===== src/ctes_pkg.sv =====
`timescale 1ns / 1ps

package ctes_pkg;

  localparam int YearW  = 12;  // folded year, 1889..2933
  localparam int DayW   = 22;  // signed day number from 1970-01-01
  localparam int TodW   = 29;  // signed seconds from hour, minute, second
  localparam int EpochW = 38;

  localparam logic [11:0]        YearBase  = 12'd1889;  // 1900 less the eleven-year bias
  localparam logic [8:0]         MonBias   = 9'd4;      // with the sign flip: month + 132
  localparam logic [9:0]         Recip12   = 10'd683;   // x * 683 >> 13 == x / 12, x < 260
  localparam logic [10:0]        Recip25   = 11'd1311;  // x * 1311 >> 15 == x / 25, x < 734
  localparam logic [8:0]         YearDays  = 9'd365;
  localparam logic [21:0]        EpochDays = 22'd719163; // days before 1970 plus the one-based day
  localparam logic signed [12:0] HourSecs  = 13'sd3600;
  localparam logic signed [7:0]  MinSecs   = 8'sd60;
  localparam logic signed [17:0] DaySecs   = 18'sd86400;

  typedef struct packed {
    logic [YearW-1:0]       year;
    logic [3:0]             mon;
    logic signed [15:0]     mday;
    logic signed [TodW-1:0] tod;
  } fold_t;

  typedef struct packed {
    logic signed [DayW-1:0] days;
    logic signed [TodW-1:0] tod;
  } days_t;

  // Days before the first of the month; one more from March on in a leap year.
  function automatic logic [8:0] cum_days(input logic leap, input logic [3:0] mon);
    logic [8:0] base;
    unique case (mon)
      4'd0:    base = 9'd0;
      4'd1:    base = 9'd31;
      4'd2:    base = 9'd59;
      4'd3:    base = 9'd90;
      4'd4:    base = 9'd120;
      4'd5:    base = 9'd151;
      4'd6:    base = 9'd181;
      4'd7:    base = 9'd212;
      4'd8:    base = 9'd243;
      4'd9:    base = 9'd273;
      4'd10:   base = 9'd304;
      4'd11:   base = 9'd334;
      default: base = 9'd0;
    endcase
    return base + {8'd0, leap && (mon >= 4'd2)};
  endfunction

endpackage


===== src/ctes_time_if.sv =====
`timescale 1ns / 1ps

interface ctes_time_if;
  logic               valid;
  logic               ready;
  logic [9:0]         years_since_1900;
  logic signed [7:0]  month_index;
  logic signed [15:0] day_of_month;
  logic signed [15:0] hour_value;
  logic signed [15:0] minute_value;
  logic signed [15:0] second_value;

  modport source (output valid, years_since_1900, month_index, day_of_month, hour_value,
                  minute_value, second_value, input ready);
  modport sink (input valid, years_since_1900, month_index, day_of_month, hour_value,
                minute_value, second_value, output ready);
endinterface


===== src/ctes_epoch_if.sv =====
`timescale 1ns / 1ps

interface ctes_epoch_if;
  logic               valid;
  logic               ready;
  logic signed [37:0] epoch_seconds;

  modport source (output valid, epoch_seconds, input ready);
  modport sink (input valid, epoch_seconds, output ready);
endinterface


===== src/ctes_fold.sv =====
`timescale 1ns / 1ps

// Stages 1-2: month folded into the year by floor division by 12; time of day in seconds.
module ctes_fold (
  input  logic             clk,
  input  logic             rst,
  ctes_time_if.sink        time_in,
  output logic             dn_valid,
  input  logic             dn_ready,
  output ctes_pkg::fold_t  dn_data
);
  import ctes_pkg::*;

  logic                   v1;
  logic                   rdy1;
  logic                   rdy2;
  logic [8:0]             mx;
  logic [18:0]            mprod;
  logic [9:0]             years;
  logic signed [15:0]     mday;
  logic signed [27:0]     hour_s;
  logic signed [21:0]     min_s;
  logic signed [15:0]     sec;
  logic [4:0]             q;
  logic [8:0]             rem;
  fold_t                  fold_next;

  assign rdy2 = !dn_valid || dn_ready;
  assign rdy1 = !v1 || rdy2;
  assign time_in.ready = rdy1;

  always_ff @(posedge clk) begin
    if (rst) begin
      v1       <= 1'b0;
      dn_valid <= 1'b0;
    end else begin
      if (rdy1) v1 <= time_in.valid;
      if (rdy2) dn_valid <= v1;
    end
  end

  // month + 132 lies in 4..259, so the quotient is floor(month / 12) + 11
  always_ff @(posedge clk) begin
    if (rdy1 && time_in.valid) begin
      mx     <= {1'b0, ~time_in.month_index[7], time_in.month_index[6:0]} + MonBias;
      mprod  <= 19'({1'b0, ~time_in.month_index[7], time_in.month_index[6:0]} + MonBias)
                * 19'(Recip12);
      years  <= time_in.years_since_1900;
      mday   <= time_in.day_of_month;
      hour_s <= 28'(time_in.hour_value) * 28'(HourSecs);
      min_s  <= 22'(time_in.minute_value) * 22'(MinSecs);
      sec    <= time_in.second_value;
    end
  end

  always_comb begin
    q              = mprod[17:13];
    rem            = mx - 9'({4'd0, q} * 9'd12);
    fold_next.year = YearBase + 12'(years) + 12'(q);
    fold_next.mon  = rem[3:0];
    fold_next.mday = mday;
    fold_next.tod  = TodW'(hour_s) + TodW'(min_s) + TodW'(sec);
  end

  always_ff @(posedge clk) begin
    if (rdy2 && v1) dn_data <= fold_next;
  end

endmodule


===== src/ctes_days.sv =====
`timescale 1ns / 1ps

// Stages 3-4: leap rule and day number relative to 1970-01-01.
module ctes_days (
  input  logic             clk,
  input  logic             rst,
  input  logic             up_valid,
  output logic             up_ready,
  input  ctes_pkg::fold_t  up_data,
  output logic             dn_valid,
  input  logic             dn_ready,
  output ctes_pkg::days_t  dn_data
);
  import ctes_pkg::*;

  logic                   v1;
  logic                   rdy1;
  logic                   rdy2;
  logic [20:0]            p365;
  logic [9:0]             p4;
  logic [19:0]            p100prod;
  logic [9:0]             y4;
  logic [19:0]            y100prod;
  logic                   low_zero;
  logic [3:0]             mon;
  logic signed [15:0]     mday;
  logic signed [TodW-1:0] tod;
  logic [4:0]             p100;
  logic [4:0]             y100;
  logic                   cent;
  logic                   leap;
  logic [DayW-1:0]        pos;
  logic [DayW-1:0]        neg;
  days_t                  days_next;

  assign rdy2 = !dn_valid || dn_ready;
  assign rdy1 = !v1 || rdy2;
  assign up_ready = rdy1;

  always_ff @(posedge clk) begin
    if (rst) begin
      v1       <= 1'b0;
      dn_valid <= 1'b0;
    end else begin
      if (rdy1) v1 <= up_valid;
      if (rdy2) dn_valid <= v1;
    end
  end

  // p = year - 1; p/100 and year/100 both taken as (x/4)/25
  always_ff @(posedge clk) begin
    if (rdy1 && up_valid) begin
      p365     <= 21'(up_data.year - 12'd1) * 21'(YearDays);
      p4       <= 10'((up_data.year - 12'd1) >> 2);
      p100prod <= 20'(10'((up_data.year - 12'd1) >> 2)) * 20'(Recip25);
      y4       <= up_data.year[11:2];
      y100prod <= 20'(up_data.year[11:2]) * 20'(Recip25);
      low_zero <= (up_data.year[1:0] == 2'd0);
      mon      <= up_data.mon;
      mday     <= up_data.mday;
      tod      <= up_data.tod;
    end
  end

  always_comb begin
    p100 = p100prod[19:15];
    y100 = y100prod[19:15];
    cent = (y4 == 10'({5'd0, y100} * 10'd25));
    leap = low_zero && (!cent || (y100[1:0] == 2'd0));
    pos  = 22'(p365) + 22'(p4) + 22'(p100[4:2]) + 22'(cum_days(leap, mon));
    neg  = 22'(p100) + EpochDays;
    days_next.days = $signed(pos) - $signed(neg) + DayW'(mday);
    days_next.tod  = tod;
  end

  always_ff @(posedge clk) begin
    if (rdy2 && v1) dn_data <= days_next;
  end

endmodule


===== src/ctes_scale.sv =====
`timescale 1ns / 1ps

// Stages 5-6: days to seconds, then the time of day added; stage 6 is the output register.
module ctes_scale (
  input  logic             clk,
  input  logic             rst,
  input  logic             up_valid,
  output logic             up_ready,
  input  ctes_pkg::days_t  up_data,
  ctes_epoch_if.source     epoch_out
);
  import ctes_pkg::*;

  logic                     v1;
  logic                     rdy1;
  logic                     rdy2;
  logic signed [EpochW-1:0] day_secs;
  logic signed [TodW-1:0]   tod;

  assign rdy2 = !epoch_out.valid || epoch_out.ready;
  assign rdy1 = !v1 || rdy2;
  assign up_ready = rdy1;

  always_ff @(posedge clk) begin
    if (rst) begin
      v1              <= 1'b0;
      epoch_out.valid <= 1'b0;
    end else begin
      if (rdy1) v1 <= up_valid;
      if (rdy2) epoch_out.valid <= v1;
    end
  end

  always_ff @(posedge clk) begin
    if (rdy1 && up_valid) begin
      day_secs <= EpochW'(up_data.days) * EpochW'(DaySecs);
      tod      <= up_data.tod;
    end
  end

  always_ff @(posedge clk) begin
    if (rdy2 && v1) epoch_out.epoch_seconds <= day_secs + EpochW'(tod);
  end

endmodule


===== src/civil_time_to_epoch_seconds.sv =====
`timescale 1ns / 1ps

// Broken-down UTC time (years since 1900, month folded into the year, day, hour, minute,
// second added without range checks) to signed seconds since 1970-01-01 00:00:00 UTC.
// Six register stages: month fold, time of day, leap rule, day number, days-to-seconds
// multiply and final add, the last being the output register. One transfer per cycle is
// taken in while the output is not stalled. Each stage holds its own valid bit, so a stall at
// the output only backs up stages that are full; bubbles are squeezed out. No state is kept
// between items.
module civil_time_to_epoch_seconds (
  input  logic          clk,
  input  logic          rst,
  ctes_time_if.sink     time_in,
  ctes_epoch_if.source  epoch_out
);
  import ctes_pkg::*;

  logic  fold_valid;
  logic  fold_ready;
  fold_t fold_data;
  logic  days_valid;
  logic  days_ready;
  days_t days_data;

  ctes_fold u_fold (
    .clk      (clk),
    .rst      (rst),
    .time_in  (time_in),
    .dn_valid (fold_valid),
    .dn_ready (fold_ready),
    .dn_data  (fold_data)
  );

  ctes_days u_days (
    .clk      (clk),
    .rst      (rst),
    .up_valid (fold_valid),
    .up_ready (fold_ready),
    .up_data  (fold_data),
    .dn_valid (days_valid),
    .dn_ready (days_ready),
    .dn_data  (days_data)
  );

  ctes_scale u_scale (
    .clk       (clk),
    .rst       (rst),
    .up_valid  (days_valid),
    .up_ready  (days_ready),
    .up_data   (days_data),
    .epoch_out (epoch_out)
  );

  // back-pressure at the input only ever starts from a held result at the output
  a_stall_source: assert property (@(posedge clk) disable iff (rst)
    !time_in.ready |-> (epoch_out.valid && !epoch_out.ready))
    else $error("input stalled without an output stall");

  a_reset_empty: assert property (@(posedge clk) rst |=> !epoch_out.valid)
    else $error("result presented straight after reset");

  // results stay well within 2^35 seconds either side of the epoch
  a_result_range: assert property (@(posedge clk) disable iff (rst)
    epoch_out.valid |-> (epoch_out.epoch_seconds[37:35] == 3'b000 ||
                         epoch_out.epoch_seconds[37:35] == 3'b111))
    else $error("result outside the reachable range");

endmodule


===== src/flat_wrapper.sv =====
// flat-port wrapper written by rule: the top's interface ports become plain ports
module civil_time_to_epoch_seconds_flat import ctes_pkg::*;
  (clk, rst, time_in_valid, time_in_years_since_1900, time_in_month_index, time_in_day_of_month, time_in_hour_value, time_in_minute_value, time_in_second_value, time_in_ready, epoch_out_valid, epoch_out_epoch_seconds, epoch_out_ready);
  ctes_time_if time_in_i ();
  ctes_epoch_if epoch_out_i ();
  input  logic clk;
  input  logic rst;
  input wire logic [$bits(time_in_i.valid)-1:0] time_in_valid;
  input wire logic [$bits(time_in_i.years_since_1900)-1:0] time_in_years_since_1900;
  input wire logic [$bits(time_in_i.month_index)-1:0] time_in_month_index;
  input wire logic [$bits(time_in_i.day_of_month)-1:0] time_in_day_of_month;
  input wire logic [$bits(time_in_i.hour_value)-1:0] time_in_hour_value;
  input wire logic [$bits(time_in_i.minute_value)-1:0] time_in_minute_value;
  input wire logic [$bits(time_in_i.second_value)-1:0] time_in_second_value;
  output wire logic [$bits(time_in_i.ready)-1:0] time_in_ready;
  output wire logic [$bits(epoch_out_i.valid)-1:0] epoch_out_valid;
  output wire logic [$bits(epoch_out_i.epoch_seconds)-1:0] epoch_out_epoch_seconds;
  input wire logic [$bits(epoch_out_i.ready)-1:0] epoch_out_ready;
  assign time_in_i.valid = time_in_valid;
  assign time_in_i.years_since_1900 = time_in_years_since_1900;
  assign time_in_i.month_index = time_in_month_index;
  assign time_in_i.day_of_month = time_in_day_of_month;
  assign time_in_i.hour_value = time_in_hour_value;
  assign time_in_i.minute_value = time_in_minute_value;
  assign time_in_i.second_value = time_in_second_value;
  assign time_in_ready = time_in_i.ready;
  assign epoch_out_valid = epoch_out_i.valid;
  assign epoch_out_epoch_seconds = epoch_out_i.epoch_seconds;
  assign epoch_out_i.ready = epoch_out_ready;
  civil_time_to_epoch_seconds u_core (.clk(clk), .rst(rst), .time_in(time_in_i), .epoch_out(epoch_out_i));
endmodule

===== config.mk =====
export PLATFORM = sky130hd
export DESIGN_NAME = civil_time_to_epoch_seconds_flat
export DESIGN_NICKNAME = d
export VERILOG_FILES = /design/src/ctes_pkg.sv /design/src/ctes_time_if.sv /design/src/ctes_epoch_if.sv /design/src/ctes_fold.sv /design/src/ctes_days.sv /design/src/ctes_scale.sv /design/src/civil_time_to_epoch_seconds.sv /design/src/flat_wrapper.sv
export SDC_FILE = /design/constraint.sdc
export NUM_CORES = 1
export LEC_CHECK = 0
export BUFFER_PORTS_ARGS = -buffer_cell sky130_fd_sc_hd__buf_4
export CORE_MARGIN = 1.5
export CORE_UTILIZATION = 36
export CTS_BUF_LIST = sky130_fd_sc_hd__clkbuf_8
export DETAILED_ROUTE_END_ITERATION = 10
export REMOVE_ABC_BUFFERS = 1
export SYNTH_ARGS = -nofsm -noshare
export SYNTH_HDL_FRONTEND = slang
export SYNTH_SLANG_ARGS = --single-unit

===== constraint.sdc =====
create_clock -name clk -period 12.6 [get_ports clk]
set_input_delay 1.26 -clock clk [delete_from_list [all_inputs] [get_ports clk]]
set_output_delay 1.26 -clock clk [all_outputs]
set_load 0.02 [all_outputs]

; ---- Word level (Yosys, flattened, before mapping)
; Memories as Yosys holds them, arrays and structs flattened. A register that Yosys moved wholly into a read port is not among the register bits.
; Cells that the tools add are included.
[word_totals]
regBits = 455
rom_bits = 144
inputBits = 86
out_inout_bits = 40
mem_count = 1
[classes]
addsub = 17
n_mul = 9
n_lt_le_gt_ge = 1
eq_ne = 1
muxes = 1
bitwise_logic = 1
n_reduce_logical = 24
[memory_table]
columns = memory, words, word_bits, rd, rd_clocked_by_memory_dff, wr, line
row1 = (no name shown), 16, 9, 1, 1, 0, ctes_pkg.sv:35  ; unique case (mon)
[ops]
columns = op, n
row1 = $mul A10 B11 Y20 const B, 2
row2 = $add A38 B29 Y38, 1
row3 = $mul A22 B11 Y31 const B, 1
row4 = $add A28 B22 Y29, 1
row5 = $add A29 B16 Y29, 1
row6 = $mul A16 B9 Y24 const B, 1
row7 = $add A21 B10 Y22, 1
row8 = $add A22 B16 Y22, 1
row9 = $add A22 B3 Y22, 1
row10 = $add A22 B9 Y22, 1
row11 = $sub A22 B22 Y22, 1
row12 = $add A5 B20 Y21 const B, 1
row13 = $mul A13 B10 Y21 const B, 1
row14 = $mul A16 B5 Y20 const B, 1
row15 = $mul A9 B10 Y18 const B, 1
row16 = $sub A12 B1 Y13 const B, 1
row17 = $add A11 B10 Y12 const A, 1
row18 = $add A12 B5 Y12, 1
row19 = $sub A12 B1 Y12 const B, 1
row20 = $eq A10 B10 Y1, 1
row21 = $mul A5 B5 Y10 const B, 1
row22 = $add A8 B3 Y9 const B, 1
row23 = $add A9 B1 Y9, 1
row24 = $logic_and A1 B1 Y1, 8
row25 = other kinds (9), 22

; ---- Longest topological paths before layout
; Gate-level depths: netlist of the first run.
[logic_depth]
depth_word = 10
depth_mapped = 28
mapped_depth_nobuf = 28

; ---- Hierarchy
; Synthesis of the first run repeated with hierarchy kept, for this count alone.
[hier_totals]
hier_cells = 3022
area_unflattened_um2 = 34877.2
[modules_own_cells]
columns = mod, n_inst, cells_each, area_each_um2, seq_area_each_um2
row1 = ctes_days, 1, 1172, 14081.0, 4784.6
row2 = ctes_fold, 1, 1035, 12084.1, 4724.5
row3 = ctes_scale, 1, 815, 8712.1, 2982.9

; ---- Worst setup path after synthesis of the first run
; OpenSTA, ideal clock, no wires.
[synth_timing]
path_type = register to register
start = reg u_core.u_fold.dn_data[49] (netlist name)
end = reg u_core.u_days.p100prod[19] (data pin)
setup_time_ps = 278
arrival_time_ps = 6474
setup_slack_ps = 5849
stages_incl_launch_ff = 25
path_buffers = 0
synth_period_minus_slack_ps = 6751
cell_sequence = edfxtp_1 -> inv_1 -> ha_1 -> and3_1 -> o21ai_0 -> nand2_1 -> nand4_1 -> xnor2_1 -> inv_1 -> fa_1 -> inv_1 -> fa_1 -> inv_1 -> fa_1 -> fa_1 -> inv_1 -> fa_1 -> inv_1 -> ha_1 -> o21ai_0 -> a211oi_1 -> nor2_1 -> a2111oi_0 -> or4_1 -> o311ai_0
[synth_between]
elab_chain_len = 2
[synth_rtl]
columns = element, line
row1 = "start, declared", ctes_fold.sv:10  ; output ctes_pkg::fold_t dn_data
row2 = "start signal, assigned", ctes_fold.sv:66  ; if (rdy2 && v1) dn_data <= fold_next;
row3 = $sub A12 B1 Y12, ctes_days.sv:55  ; p100prod <= 20'(10'((up_data.year - 12'd1) >> 2)) * 20'(Recip25);
row4 = $mul A10 B11 Y20, ctes_days.sv:55
row5 = "end signal, assigned", ctes_days.sv:55
row6 = "end, declared", ctes_days.sv:21  ; logic [19:0] p100prod;
; No other way between the ends.
; A chain may end at the register's enable or synchronous reset.

; ---- Worst setup path after layout of the first run
; Ends and elaborated chain as after synthesis.

==> impl_metrics.json, run 1 <==
{
  "outcome": "finished clean",
  "whs_endpoint": "u_core.u_days.mday[12]",
  "tightest_slew_ns": 1.12,
  "detailedRoute.firstPassIterationCount": 5,
  "dieWidth_um": 312,
  "final_area_mm2": 0.0387,
  "detailedPlace.worstSlack_ns": 4.85,
  "post-route-period-util": 0.611,
  "max_freq_mhz": 130,
  "met1_length_mm": 31.0,
  "ys_seq_elements": 421,
  "setup_violations": 0,
  "ys.warnings.count": 0,
  "avgSynthCellArea_um2": 11.6,
  "hp-class": "reg2reg",
  "min_delay_path_depth": 0,
  "worst_path_maximum_fanout": 8,
  "worstPathCellList": "inv_1, ha_1, and3_1, o21ai_0, nand2_1, nand4_1, xnor2_1, inv_1, fa_1, inv_1, fa_1, inv_1, fa_1, fa_1, inv_1, fa_1, inv_1, ha_1, o21ai_0, a211oi_1, nor2_1, a2111oi_0, or4_1, o311ai_0",
  "skew_ns": 0.0479,
  "grt_start_max_net_pins": 65,
  "setup_repair_after_global_routing_missed_its_margin": "false",
  "worst-endpoint-required_ns": 13.01,
  "place_congestion": 0.821,
  "ys_types": 63,
  "worst_path_most_repeated_cell": "sky130_fd_sc_hd__inv_1",
  "crit_buf_inv": 6,
  "layout_cells_sized_above_1": 0.0840,
  "layout.cells.most_common": "sky130_fd_sc_hd__inv_1",
  "worst_path_max_delay_cell": "sky130_fd_sc_hd__xnor2_1",
  "grt_overflow_total": 0,
  "cts_post_setup_buffers_inserted": 0,
  "pin_count": 126,
  "path_delay_family": "adder cells",
  "portBuffers": 125,
  "detail_route.vias_per_cell": 4.62,
  "timing.final.hold_violations": 0,
  "area.growth.synth_to_final_pct": 12.1,
  "dpl.hpwl_mm": 51.6,
  "placement.cell_area_mm2": 0.0371,
  "grt_antenna_before_repair": 8,
  "finish.utilization": 0.407,
  "cts_root_buf": "sky130_fd_sc_hd__clkbuf_8",
  "tritoncts": "built",
  "dr.first_iter.drc_count": 700,
  "r2r-start": "u_core.u_fold.dn_data[49]",
  "dieArea_mm2": 0.0976,
  "final_critical_path_setup_slack_ns": 4.90,
  "clock_sink_count": 421,
  "ys_async_sr_fraction": 0,
  "htree_levels": 3,
  "synth-main-ff-cell": "sky130_fd_sc_hd__edfxtp_1",
  "setup.worst_path.start_class": "flip-flop",
  "cts_hold_bufs": 0,
  "grt_util_all_layers": 0.132,
  "highest_layer_used_for_signal_routing": "met5",
  "met3RoutedLength_mm": 2.42,
  "critical_path_arrival_ns": 8.11,
  "ant_nets": 0,
  "cts_buffers": 73,
  "rows": 113,
  "route.vias.total": 20822,
  "crit_type": "reg2reg",
  "drt-total-wl_mm": 63.1,
  "critical_path.max_stage_delay_ns": 0.81,
  "number_of_global_route_vias_before_repair": 21365,
  "ff2ff_setup_slack_ns": 4.90,
  "hold_path.startpoint": "u_core.u_fold.dn_data[41]",
  "final_max_slew_viol_count": 0,
  "rr_endpoint": "u_core.u_days.p100prod[19]",
  "max_cap_viol_count": 0,
  "critPathCaptureType": "flip-flop",
  "fraction_of_the_yosys_area_taken_by_sequential_cells": 0.362,
  "clkTransAtPathRegs_ns": 0.07,
  "routed-wl-met2_mm": 28.6,
  "drc_errors": 0,
  "grt_first_pass_wirelength_mm": 105,
  "synthesis.instances": 2973,
  "synth_enable_flop_cells": 406,
  "clock_tree.buffer_depth": 3,
  "timing.reg2reg.worst_path_depth": 24,
  "layout_min_cycle_time_ns": 7.70,
  "setup_tns_ns": 0,
  "die_h_um": 312,
  "timing_startpoint_of_the_critical_path": "u_core.u_fold.dn_data[49]",
  "netlist_area_mm2": 0.0345,
  "net_count_reported_at_finish": 4129,
  "clock_latency_ns": 0.68,
  "initial_utilization": 0.363,
  "core_outline_area_mm2": 0.0950,
  "cts_resizes": 0,
  "most_used_cells_in_the_layout_excluding_fill_and_tap_cells": "sky130_fd_sc_hd__inv_1 (615), sky130_fd_sc_hd__ha_1 (578), sky130_fd_sc_hd__edfxtp_1 (406)",
  "fillers": 9155,
  "route.detailed.wl_per_inst_um": 14.0,
  "worst_slew_margin_rel": 0.250
}
worst max-delay path by stage:
stage / slack, ns / to / cells after the start
after floorplan: 5.85 / u_core.u_days.p100prod[19] / 24
after global placement: 5.02 / u_core.u_days.p100prod[19] / 24
after detailed placement: 4.85 / u_core.u_days.p100prod[19] / 24
after CTS: 4.83 / u_core.u_days.p100prod[19] / 24
after global routing: 4.24 / u_core.u_days.p100prod[19] / 24
final: 4.90 / u_core.u_days.p100prod[19] / 24
layer usage:
metal	up-vias	global-route usage
met3	86	0.0233
met5	-	0
li1	10615	-
met4	14	0.0342
met2	256	0.216
met1	9851	0.181
cell type report:
type | instances | area [um2] | share of cell area
Antenna cell | 1 | 2.50 | 0.0000647
Sequential cell | 421 | 12500 | 0.323
Multi-Input combinational cell | 1947 | 19800 | 0.511
Inverter | 600 | 2250 | 0.0583
Timing Repair Buffer | 140 | 1050 | 0.0272
Tap cell | 1265 | 1580 | 0.0409
Clock buffer | 82 | 1130 | 0.0292
Clock inverter | 48 | 374 | 0.00968
Yosys cell counts, types with 7 or more instances:
library cell                 n  share of area
sky130_fd_sc_hd__a21oi_1   133          0.019
sky130_fd_sc_hd__xnor2_1   144          0.037
sky130_fd_sc_hd__xor2_1     52          0.013
sky130_fd_sc_hd__and3_1     15         0.0027
sky130_fd_sc_hd__nor2b_1    20         0.0036
sky130_fd_sc_hd__and2_1     14         0.0025
sky130_fd_sc_hd__nor2_1    136          0.015
sky130_fd_sc_hd__or3_1      10         0.0018
sky130_fd_sc_hd__ha_1      578           0.21
sky130_fd_sc_hd__a21o_1     38         0.0083
sky130_fd_sc_hd__nand2b_1   27         0.0049
sky130_fd_sc_hd__fa_1      282           0.16
sky130_fd_sc_hd__nor3_1     41         0.0060
sky130_fd_sc_hd__o21a_1     29         0.0063
sky130_fd_sc_hd__o211ai_1   14         0.0030
sky130_fd_sc_hd__nand2_1    89         0.0097
sky130_fd_sc_hd__a211oi_1   23         0.0050
sky130_fd_sc_hd__a21boi_0    8         0.0017
sky130_fd_sc_hd__inv_1     600          0.065
sky130_fd_sc_hd__a31oi_1    17         0.0031
sky130_fd_sc_hd__nand3_1    44         0.0064
sky130_fd_sc_hd__or2_2      10         0.0018
sky130_fd_sc_hd__o21bai_1   12         0.0026
sky130_fd_sc_hd__o31ai_1    13         0.0028
sky130_fd_sc_hd__mux2i_1     9         0.0026
sky130_fd_sc_hd__nor4_1     10         0.0018
sky130_fd_sc_hd__edfxtp_1  406           0.35
sky130_fd_sc_hd__o21ai_0    75          0.011
sky130_fd_sc_hd__nand4_1    16         0.0029
sky130_fd_sc_hd__dfxtp_1    15         0.0087
sky130_fd_sc_hd__a41o_1      7         0.0020
flip-flops by register name, summed over array words and instances, names as in the netlist, 5 cells and up, named ones only:
name                                    count
u_core.u_days.y100prod                      5
u_core.u_fold.mday                         16
u_core.u_days.dn_data                      51
u_core.u_fold.hour_s                       24
u_core.u_fold.sec                          16
u_core.u_days.tod                          29
u_core.u_days.p365                         21
u_core.u_days.p100prod                      5
u_core.u_days.mday                         16
u_core.u_fold.min_s                        20
u_core.u_days.y4                           10
u_core.u_fold.mprod                         5
u_core.u_scale.epoch_out.epoch_seconds     38
u_core.u_scale.day_secs                    31
u_core.u_scale.tod                         29
u_core.u_fold.dn_data                      61
u_core.u_days.p4                           10
u_core.u_fold.years                        10
per-stage QoR:
stage               std cells  hold slack, ns
finish                   4504           0.389
global route             4504           0.400
CTS                      4503           0.379
detailed placement       4373           0.405
global placement         4373           0.401
floorplan                2968           0.400
kinds of logic (layout without fill, tap and decap cells):
family          Yosys count  count (layout)  share of synthesized area
other cells               0               1                          0
mux                      14              14                    0.00425
xor+xnor                196             196                     0.0498
simple gates            444             444                     0.0620
buf+inv                 605             870                     0.0659
compound gates          433             433                     0.0823
fa+ha+maj               860             860                      0.373
flops                   421             421                      0.362
Power of run 1 is not shown: default switching activity piles up to over one toggle a cycle in this logic, so the estimate is an artifact.
==> run 2: changes to the inputs <==
==> constraint.sdc (replaced) <==
create_clock -name clk -period 6.8 [get_ports clk]
set_input_delay 0.68 -clock clk [delete_from_list [all_inputs] [get_ports clk]]
set_output_delay 0.68 -clock clk [all_outputs]
set_load 0.02 [all_outputs]
==> impl_metrics.json, run 2 (synthesized netlist as in run 1, its figures left out) <==
{
  "outcome": "finished clean",
  "timing.final.hold_violations": 0,
  "core_outline_area_mm2": 0.0950,
  "skew_ns": 0.0453,
  "post-route-period-util": 0.962,
  "detailedRoute.firstPassIterationCount": 5,
  "worst_slew_margin_rel": 0.250,
  "pin_count": 126,
  "final-instance-count-excl-fill": 4547,
  "cts_root_buf": "sky130_fd_sc_hd__clkbuf_8",
  "setup_violations": 0,
  "clock_tree.buffer_depth": 3,
  "ant_nets": 0,
  "area.growth.synth_to_final_pct": 13.7,
  "max_cap_viol_count": 0,
  "final_max_slew_viol_count": 0,
  "die_h_um": 312,
  "fillers": 9117,
  "drc_errors": 0,
  "worst-endpoint-required_ns": 7.21,
  "htree_levels": 3,
  "fin_hold_ws_ns": 0.179,
  "finish.utilization": 0.413,
  "met3_usage": 0.0261,
  "most_used_cells_in_the_layout_excluding_fill_and_tap_cells": "sky130_fd_sc_hd__inv_1 (616), sky130_fd_sc_hd__ha_1 (565), sky130_fd_sc_hd__edfxtp_1 (406)",
  "critPathCaptureType": "flip-flop",
  "tritoncts": "built",
  "clkTransAtPathRegs_ns": 0.06,
  "clock_latency_ns": 0.69,
  "dieWidth_um": 312,
  "number_of_global_route_vias_before_repair": 21499,
  "largest_register_ffs": 61,
  "critical_path_arrival_ns": 6.96,
  "registers.top_by_ff_count": "u_core.u_fold.dn_data",
  "layout_cells_sized_above_1": 0.105,
  "clock_sink_count": 421,
  "setup_tns_ns": 0,
  "hp-class": "in2reg",
  "grt_antenna_before_repair": 6,
  "critical_path.max_stage_delay_ns": 0.51,
  "portBuffers": 125,
  "detail_route.vias_per_cell": 4.64,
  "dpl.hpwl_mm": 52.3,
  "globalRouteMet1Util": 0.179,
  "crit_type": "reg2reg",
  "cts_buffers": 75,
  "route.vias.total": 21100,
  "dr.first_iter.drc_count": 792,
  "drt-total-wl_mm": 64.8,
  "worst_path_max_delay_cell": "sky130_fd_sc_hd__fa_1",
  "placed_cells": 4403,
  "grt_util_all_layers": 0.135,
  "max_freq_mhz": 153,
  "setup_repair_after_global_routing_missed_its_margin": "true",
  "grt_start_max_net_pins": 73,
  "worst_path_maximum_fanout": 3,
  "grt_busiest_layer": "met2",
  "layout_min_cycle_time_ns": 6.54,
  "rows": 113,
  "net_count_reported_at_finish": 4168,
  "global_route.usage.met2": 0.222,
  "tightest_slew_ns": 1.12,
  "layout.cells.most_common": "sky130_fd_sc_hd__inv_1",
  "grt_first_pass_wirelength_mm": 107,
  "setup.worst_path.start_class": "flip-flop",
  "largest_registers": "u_core.u_fold.dn_data: 61 flops, u_core.u_days.dn_data: 51 flops, u_core.u_scale.epoch_out.epoch_seconds: 38 flops",
  "grt_overflow_total": 0,
  "dieArea_mm2": 0.0976,
  "place_congestion": 0.812,
  "initial_utilization": 0.363,
  "route.detailed.wl_per_inst_um": 14.2
}
run 2: cell count changes in the layout (fill, tap and decap cells not counted), moves of 4 or more:
| cell | before | now |
|---|---|---|
| sky130_fd_sc_hd__ha_4 | 0 | 11 |
| sky130_fd_sc_hd__inv_2 | 0 | 4 |
| sky130_fd_sc_hd__a21oi_2 | 0 | 5 |
| sky130_fd_sc_hd__ha_1 | 578 | 565 |
| sky130_fd_sc_hd__buf_4 | 140 | 176 |
| sky130_fd_sc_hd__a21oi_1 | 133 | 128 |
run 2: final cells by class:
cell class                      instances  area [um2]  area share
Multi-Input combinational cell       1947       20000       0.510
Sequential cell                       421       12500       0.319
Inverter                              600        2250      0.0575
Tap cell                             1265        1580      0.0404
Timing Repair Buffer                  177        1340      0.0342
Clock buffer                           81        1110      0.0284
Clock inverter                         55         415      0.0106
Antenna cell                            1        2.50   0.0000638
run 2: per-layer routing:
layer / up-vias / part of all wire / wire, um
met5: - / 0.00074 / 48
met3: 90 / 0.043 / 2760
met4: 10 / 0.021 / 1370
li1: 10714 / - / -
met2: 276 / 0.46 / 29800
met1: 10010 / 0.47 / 30700
run 2: worst max-delay path: cells and delay by family (launching register included):
family	cells	cell delay, ns
flops	1	0.44
fa+ha+maj	10	3.30
compound gates	7	1.40
buf+inv	2	0.14
xor+xnor	3	0.41
simple gates	4	0.60
run 2: through the flow:
stage / setup WS (ns) / cell area (um2)
2_1_floorplan: 0.0488 / 34500
3_3_place_gp: -0.0282 / 37400
3_5_place_dp: -0.0863 / 37400
4_1_cts: 0.00265 / 38900
5_1_grt: -0.123 / 39200
6_report: 0.257 / 39200
run 2: timing repair:
| action | 4_1_cts | 5_1_grt |
|---|---|---|
| setup endpoints to repair | 3 | 14 |
| pin swaps | 1 | 34 |
| gates cloned | 0 | 0 |
| hold endpoints to repair | 0 | 0 |
| resized for setup | 2 | 38 |
| buffers inserted | 0 | 8 |
| hold buffers | 0 | 0 |
run 2: final timing paths:
path / to / startpoint / depth (start not counted) / slack [ns]
max: u_core.u_days.dn_data[49] / u_core.u_days.y100prod[16] / 26 / 0.26
min: u_core.u_fold.mday[4] / time_in_day_of_month[4] / 1 / 0.18
max reg2reg: u_core.u_days.dn_data[49] / u_core.u_days.y100prod[16] / 26 / 0.26
min reg2reg: u_core.u_days.dn_data[13] / u_core.u_days.tod[13] / 0 / 0.40
Power of run 2 is left out for the same reason.
